[src/rtl/ssul_pkg.sv]
package ssul_pkg;

   localparam int DefMaxItems  = 32;
   localparam int DefMaxTarget = 1023;
   localparam int ValueWidth   = 16;
   localparam int LimitWidth   = 10;

   typedef enum logic [2:0] {
      ST_LOAD,
      ST_CLEAR,
      ST_BUILD,
      ST_BEST,
      ST_WALK,
      ST_EMIT,
      ST_EMPTY
   } state_type;

   typedef struct packed {
      logic [ValueWidth-1:0] chosen_item;
      logic                  item_valid;
      logic [LimitWidth-1:0] best_sum;
      logic                  too_many;
      logic                  last_result;
   } rsp_type;

endpackage

[src/rtl/ssul_item_mem.sv]
// Item value store, written while loading, read one entry per step.
module ssul_item_mem #(
   parameter int MaxItems = ssul_pkg::DefMaxItems,
   localparam int AddrW = (MaxItems > 1) ? $clog2(MaxItems) : 1
) (
   input  logic                            clock,
   input  logic                            wr_en,
   input  logic [AddrW-1:0]                wr_addr,
   input  logic [ssul_pkg::ValueWidth-1:0] wr_data,
   input  logic [AddrW-1:0]                rd_addr,
   output logic [ssul_pkg::ValueWidth-1:0] rd_data
);
   import ssul_pkg::*;
   logic [ValueWidth-1:0] mem [MaxItems];

   always_ff @(posedge clock) begin
      if (wr_en) begin
         mem[wr_addr] <= wr_data;
      end
      rd_data <= mem[rd_addr];
   end
endmodule

[config.mk]
export PLATFORM = sky130hd
export DESIGN_NAME = ssul_item_mem
export DESIGN_NICKNAME = d
export VERILOG_FILES = /design/src/rtl/ssul_pkg.sv /design/src/rtl/ssul_item_mem.sv
export SDC_FILE = /design/constraint.sdc
export NUM_CORES = 1
export LEC_CHECK = 0
export ABC_CLOCK_PERIOD_IN_PS = 3100
export BUFFER_PORTS_ARGS = -buffer_cell sky130_fd_sc_hd__buf_2
export CAP_MARGIN = 10
export CORE_MARGIN = 2
export CORE_UTILIZATION = 62
export DETAILED_ROUTE_END_ITERATION = 8
export GPL_TIMING_DRIVEN = 0
export PLACE_DENSITY = 0.79
export SLEW_MARGIN = 20
export SYNTH_ARGS = -nofsm -noshare
export SYNTH_HDL_FRONTEND = slang
export SYNTH_SLANG_ARGS = --single-unit
[constraint.sdc]
create_clock -name clock -period 3.1 [get_ports clock]
set_input_delay 0.62 -clock clock [delete_from_list [all_inputs] [get_ports clock]]
set_output_delay 0.62 -clock clock [all_outputs]
set_load 0.02 [all_outputs]
==> results by group, run 1 <==
Placed design
  – Cells after DPL: 1644
  – Placer congestion estimate: 0.847
  – Pre-CTS setup slack: 338 ps
  – Post-DP HPWL: 29.1 mm
  – PortBufs: 40

Logic synthesis
  – Async SR Flop Fraction: 0%
  – Synth Area in Simple Gates: 3.49%
  – Synth area leader: edfxtp_1
  – Register area share after synthesis: 76.4%
  – EDFF count, synth: 512
  – Yosys cell types: 26
  – Syn Std Cell Area: 20500 sq um
  – Compound-gate portion of the synthesized area: 4.97%
  – Synth Area per Inst: 18.0 sq um
  – Post-Synth Adder-Cell Area: 0%
  – Synth top area share: 74.9%
  – Synth top cells by count: edfxtp_1 (512), mux2i_1 (256), a22oi_1 (64)
  – Synth Register Bits: 528
  – Largest family of logic cells by synthesized area: multiplexers
  – Count leader, synth: edfxtp_1
  – Synth Warn #: 0
  – Post-Syn Nets: 1171
  – Ys flop type: edfxtp_1
  – Synth area leaders: edfxtp_1 (75%), mux2i_1 (12%), a22oi_1 (2.3%), dfxtp_1 (1.6%), a22o_1 (1.4%)
  – Xor-xnor portion of the synthesized cell area: 0%
  – Syn Inst Count: 1143
  – Multiplexer share of the synthesized area: 12.5%

Cells and area
  – Net count, final: 1282
  – Final std cells w/o fill: 1734
  – Layout cell share with drive strength beyond 1: 17.0%
  – Area Overhead vs Synth: 12.8%

Setup path
  – CP Launch Type: input pin
  – Critical path capture point type: register
  – WP depth: 5
  – CP max-delay cell: nor2_2
  – Slowest stage delay, CP: 650 ps
  – Critical Path Start: wr_addr[1]
  – R2r endpoint: rd_data[6]$_DFF_P_
  – Kind of critical path: in -> reg
  – Worst R2R Start: mem[0][6]$_DFFE_PP_
  – Worst path arrival time: 2470 ps
  – WP buf/inv: 3
  – Crit path to: mem[20][5]$_DFFE_PP_
  – Register-to-Register Path Depth: 5
  – CP top delay family: simple AND/OR/NAND/NOR gates
  – Req. time, crit path: 3360 ps
  – Critical path cell sequence: buf_2, or3b_2, clkbuf_1, nor2_2, buf_6
  – Setup slack, reg-to-reg: 1370 ps
  – Worst-path fanout max: 10

Job
  – # Max-Cap Violations: 0

Clock tree
  – TritonCTS clock tree: yes
  – TritonCTS buffer count: 50
  – H-tree depth: 2
  – # Post-CTS Setup Buffers: 0
  – Longest Clk Path Bufs: 3
  – Clock sink count: 528
  – Resized Gates After CTS: 0
  – Clock Latency Late Sink: 570 ps
  – CTS Hold Buffers Added: 0
  – Root Driver: clkbuf_16
  – Clk slew on worst S/H paths: 60 ps

Global routing
  – Total congestion overflow: 0
  – Antenna violations before repair: 1
  – Largest net degree at the start of global routing: 33
  – Vias in the first global route: 10.6k
  – Total GRT Usage: 27.3%
  – Global-route wire length before repair: 67.2 mm

STA
  – Period Utilization, post-route: 71.2%
  – Max Freq: 453 MHz
  – Final setup viols: 0
  – Final hold violations: 0
  – Fin crit period: 2210 ps
  – Slew Limit Fails: 0
  – Worst-Margin Slew: 954 ps
  – RSZ-0062 raised after global routing: false
  – PnR worst setup slack: 893 ps
  – Worst slew margin: 36.4%
  – Fin Setup TNS: 0 ps
  – Smallest hold slack: 403 ps
  – Worst Skew: 19.4 ps

Drt
  – DRC errors left: 0
  – Routed via count: 11.0k
  – Vias per cell: 6.35
  – DR WL/cell: 26.7 um
  – Drt pass-1 iters: 6
  – ANT nets after route: 0
  – WL final: 46.3 mm
  – DRT iter0 DRCs: 1411

Worst hold path
  – Min-Delay Path Class: in -> reg

Die
  – Core outline area: 32500 sq um
  – Initial Utilization: 63.1%
  – Top Ports: 44
  – Die X: 186 um
  – Die height: 186 um
  – FP Rows: 66
  – Die area: 34600 sq um

Power
  – Worst vdd ir: 0.421 mV
  – Pleak: 8.16 nW
  – Final Power: 14.6 mW
  – Pwr/cell area: 631 nW/um^2

Outcome
  – Status: complete, no violations
routing by layer:
metal,vias to the layer above,global-route usage (%),wire length [um]
met5,-,0,0
met4,0,9.54,1520
met3,79,6.05,5010
met2,632,41.7,21400
met1,5504,39.5,18400
li1,4788,-,-
cells in the final DEF (no fill, tap or decap), drive strengths merged:
cell      n
edfxtp  512
mux2i   256
buf     114
clkbuf   76
a22oi    64
nand3    34
nor2     34
nand2    33
a21oi    32
a22o     32
clkinv   20
nor3     16
a31oi    16
nand4    16
dfxtp    16
nand3b    5
or3b      3
inv       3
nor2b     2
nand2b    2
bufinv    2
diode     1
and2      1
or2       1
or3       1
layout make-up:
cell class                 instances  area (sq um)
fill                            2007          9360
multi-input combinational        548          4380
sequential                       528         15700
clock inverter                    25           185
tap                              442           553
antenna                            1          2.50
buffer                            67           541
clock buffer                      64          1370
timing repair buffer              59           452
stage by stage:
stage	area (sq um)	utilization, %
CTS	23200	71.2
finish	23200	71.2
floorplan	20500	-
detailed placement	21600	66.5
global route	23200	71.2
global placement	21300	65.4
report_power, final:
group          total, mW  leakage (nW)  switching, mW  internal, mW
Clock               5.78         0.769           2.50          3.28
Sequential          7.96          4.75         0.0266          7.94
Combinational      0.877          2.64          0.596         0.281
Total               14.6          8.16           3.12          11.5
worst register-to-register path, cell delays in order, from the launching register on:
cell      delay [ps]
edfxtp_1         370
mux2i_1          180
a22o_1           180
nor3_1            80
a31oi_1          510
nand3_1          220
registers in the layout (all words and copies together), names as in the netlist:
signal / cells
mem: 512
rd_data: 16
kinds of logic after synthesis:
| family | Yosys count |
|---|---|
| AO/OA/AOI/OAI | 144 |
| buffers and inverters | 67 |
| flip-flops | 528 |
| AND/OR/NAND/NOR | 148 |
| multiplexers | 256 |
worst min-delay path by stage:
stage	from	to	slack [ps]	depth (start not counted)
6_report	rd_addr[3]	rd_data[4]$_DFF_P_	400	3
3_3_place_gp	mem[10][11]$_DFFE_PP_	rd_data[11]$_DFF_P_	610	4
4_1_cts	rd_addr[3]	rd_data[4]$_DFF_P_	400	3
5_1_grt	rd_addr[3]	rd_data[4]$_DFF_P_	420	3
2_1_floorplan	mem[16][10]$_DFFE_PP_	rd_data[10]$_DFF_P_	550	4
3_5_place_dp	mem[10][12]$_DFFE_PP_	rd_data[12]$_DFF_P_	620	4
(Power assumes the default switching activity.)
==> run 2: changes to the inputs <==
- ABC_AREA: not set -> 1
- ABC_CLOCK_PERIOD_IN_PS: 3100 -> 1900
- CORE_UTILIZATION: 62 -> 56
- PLACE_DENSITY: 0.79 -> 0.75
- clock period: 3.1 -> 1.9 ns (I/O delays scaled with it)
==> run 2 against run 1 <==
  * First-iteration DRC count increased by 32%
  * Global-route usage grew 3.0 points
  * Largest cell class unchanged
  * Synthesized cell count up 57%
  * Clock power rose by 72%
  * Flip-flop and latch count unchanged
  * Largest power group unchanged
  * Highest routed layer is now met5
  * Utilization decreased by 6.7 points
  * Wire length rose by 28%
  * Combinational power grew 110%
  * Cell area up 4.6%
==> results by group, run 2 <==
Drt
  – WL final: 59.4 mm (+28%)
  – Routed via count: 14.8k (+35%)
  – DRC errors left: 0 (unchanged)
  – DR WL/cell: 24.1 um (-10%)
  – DRT iter0 DRCs: 1863 (+32%)
  – Vias per cell: 6.01 (-5.3%)
  – ANT nets after route: 0 (unchanged)
  – Drt pass-1 iters: 6 (unchanged)

Logic synthesis
  – Synth Area per Inst: 11.9 sq um (-34%)
  – Post-Syn Nets: 1822 (+56%)
  – Syn Inst Count: 1794 (+57%)
  – Multiplexer share of the synthesized area: 0% (-12 points)
  – Count leader, synth: nand2_1
  – Xor-xnor portion of the synthesized cell area: 0% (unchanged)
  – Syn Std Cell Area: 21300 sq um (+3.7%)
  – Synth area leaders: edfxtp_1 (72%), nand2_1 (13%), nand3_1 (9.3%), dfxtp_1 (1.5%), buf_6 (1.3%)
  – EDFF count, synth: 512 (unchanged)
  – Synth Register Bits: 528 (unchanged)
  – Synth Warn #: 0 (unchanged)
  – Async SR Flop Fraction: 0% (unchanged)
  – Post-Synth Adder-Cell Area: 0% (unchanged)
  – Register area share after synthesis: 73.7% (-2.7 points)
  – Synth Area in Simple Gates: 22.6% (+19 points)
  – Synth top cells by count: nand2_1 (720), edfxtp_1 (512), nand3_1 (396)
  – Compound-gate portion of the synthesized area: 0% (-5.0 points)
  – Ys flop type: edfxtp_1
  – Synth top area share: 72.2% (-2.7 points)
  – Yosys cell types: 15 (-42%)
  – Largest family of logic cells by synthesized area: simple AND/OR/NAND/NOR gates
  – Synth area leader: edfxtp_1

Cells and area
  – Area Overhead vs Synth: 13.8%
  – Most frequent cells in the layout: nand2_1 (720), edfxtp_1 (512), nand3_1 (396)
  – Final std cells w/o fill: 2469 (+42%)
  – Commonest non-fill, non-tap cell in the layout: nand2_1
  – Top flop regs: mem: 512 flops, rd_data: 16 flops
  – Net count, final: 1943 (+52%)
  – Reg with most FFs: mem
  – Layout cell share with drive strength beyond 1: 13.4% (-3.5 points)
  – Max FFs per register: 512 (unchanged)
  – Post-route cell area: 24200 sq um (+4.6%)

Clock tree
  – TritonCTS clock tree: yes
  – Clock sink count: 528 (unchanged)
  – H-tree depth: 2 (unchanged)
  – Clk slew on worst S/H paths: 60 ps (about the same)
  – Root Driver: clkbuf_16
  – Longest Clk Path Bufs: 3 (unchanged)
  – TritonCTS buffer count: 50 (unchanged)
  – Resized Gates After CTS: 0 (unchanged)
  – CTS Hold Buffers Added: 0 (unchanged)
  – # Post-CTS Setup Buffers: 0 (unchanged)
  – Clock Latency Late Sink: 580 ps (about the same)

Placed design
  – Placed standard-cell area: 22600 sq um (+4.6%)
  – Placer congestion estimate: 1.02 (+21%)
  – Pre-CTS setup slack: -448 ps (-787 ps)
  – Post-DP HPWL: 38.4 mm (+32%)
  – PortBufs: 40 (unchanged)
  – Cells after DPL: 2375 (+44%)

STA
  – Period Utilization, post-route: 99.5%
  – Final hold violations: 0 (unchanged)
  – RSZ-0062 raised after global routing: false
  – Fin crit period: 1890 ps
  – Slew Limit Fails: 0 (unchanged)
  – Worst slew margin: 38.2% (+1.8 points)
  – Worst-Margin Slew: 927 ps (-26.8 ps)
  – Max Freq: 529 MHz
  – Worst Skew: 17.0 ps (-2.45 ps)
  – PnR worst setup slack: 9.55 ps (-884 ps)
  – Final setup viols: 0 (unchanged)
  – Smallest hold slack: 306 ps (-97.8 ps)

Power
  – Sw frac: 22.5% (+1.1 points)
  – Final Power: 24.8 mW (+69%)
  – Pleak: 9.06 nW (+11%)
  – Combinational power share: 7.3% (+1.3 points)
  – Pwr/cell area: 1020 nW/um^2 (+62%)
  – Clock Power Share: 40.2% (+0.7 points)
  – Internal: 19.2 mW (+67%)
  – Switching pwr: 5.57 mW (+78%)
  – Worst vdd ir: 1.03 mV (+140%)
  – Reg power frac: 52.4% (-2.1 points)

Worst hold path
  – Hold worst-path end: rd_data[2]$_DFF_P_
  – Hold path start: rd_addr[4]
  – Min-Delay Path Depth: 3 (unchanged)
  – Min-Delay Path Class: in -> reg

Setup path
  – Slowest stage delay, CP: 860 ps (+210 ps)
  – Critical path cell sequence: buf_2, inv_1, nand3_1, nor2_2, buf_6
  – CP Launch Type: input pin
  – Worst path arrival time: 2180 ps (-290 ps)
  – Critical path capture point type: register
  – R2r endpoint: rd_data[6]$_DFF_P_
  – Kind of critical path: in -> reg
  – Worst-path fanout max: 9 (-1)
  – CP max-delay cell: nor2_2
  – Register-to-Register Path Depth: 8 (+3)
  – Req. time, crit path: 2190 ps (-1170 ps)
  – Setup slack, reg-to-reg: 540 ps (-830 ps)
  – Worst R2R Start: mem[27][6]$_DFFE_PP_

Die
  – Top Ports: 44 (unchanged)
  – Die height: 199 um (+7.0%)
  – Die area: 39600 sq um (+15%)
  – Die X: 199 um (+7.0%)
  – Initial Utilization: 56.7% (-6.4 points)
  – FP Rows: 71 (+7.6%)
  – Core outline area: 37600 sq um (+15%)

Global routing
  – Total GRT Usage: 30.4% (+3.0 points)
  – Total congestion overflow: 0 (unchanged)
  – Vias in the first global route: 14.0k (+32%)
  – Antenna violations before repair: 2 (+1)
  – Largest net degree at the start of global routing: 33 (unchanged)
  – Global-route wire length before repair: 85.5 mm (+27%)

Job
  – # Max-Cap Violations: 0 (unchanged)

Outcome
  – Status: complete, no violations
==> run 2: changes by cell type after synthesis, sizes merged, moves of 16 or more <==
| cell | previous run | this run |
|---|---|---|
| nand3 | 34 | 396 |
| nand4 | 16 | 0 |
| nor3 | 16 | 0 |
| buf | 55 | 89 |
| a22o | 32 | 0 |
| mux2i | 256 | 0 |
| a22oi | 64 | 0 |
| a21oi | 32 | 0 |
| a31oi | 16 | 0 |
| nand2 | 33 | 720 |
==> run 2: how the worst max path moves through the flow <==
stage                           from                    to  slack (ps)
after floorplan           wr_addr[0]   mem[0][0]$_DFFE_PP_         140
after global placement    wr_addr[0]  mem[2][11]$_DFFE_PP_        -830
after detailed placement  rd_addr[2]   rd_data[14]$_DFF_P_        -450
after CTS                 rd_addr[2]   rd_data[14]$_DFF_P_         130
after global routing      wr_addr[0]  mem[30][2]$_DFFE_PP_          80
final                     wr_addr[0]  mem[30][2]$_DFFE_PP_          10
==> run 2: critical path: cells and delay by family <==
kind	cells	cell delay, ps
buffers and inverters	3	460
AND/OR/NAND/NOR	2	1330
==> run 2: kinds of logic after synthesis <==
group / after synthesis
and+or+nand+nor: 1148
DFF: 528
buffers and inverters: 118
==> run 2: power groups by stage <==
| stage | registers, mW | clock network, mW | logic [mW] |
|---|---|---|---|
| 3_3_place_gp | 13.2 | 0 | 1.68 |
| 6_report | 13.0 | 9.95 | 1.82 |
| 3_5_place_dp | 13.2 | 0 | 1.75 |
| 5_1_grt | 13.0 | 10.4 | 1.92 |
| 4_1_cts | 13.0 | 9.97 | 1.77 |
| 2_1_floorplan | 13.3 | 0 | 0.900 |
==> run 2: metrics by stage <==
stage | TNS (ps) | utilization, %
floorplan | 0 | -
detailed placement | -76030 | 60.2
global placement | -357620 | 58.9
global route | 0 | 64.5
finish | 0 | 64.5
CTS | 0 | 64.5
==> run 2: layer usage <==
metal	vias up	global-route usage (%)	share of wire, %
li1	6491	-	-
met1	7075	39.5	36
met2	1069	48.2	46
met3	204	6.00	12
met4	4	16.9	6.1
met5	-	0	0.034
==> run 2: cell type report <==
type	count	area, sq um
diodes	1	2.50
plain buffers	107	756
clock buffers	76	1480
clock inverters	18	158
fillers	2662	13300
inverters	10	42.5
multi-input cells	1148	4880
flip-flops and latches	528	15700
well taps	511	639
repair buffers	70	587
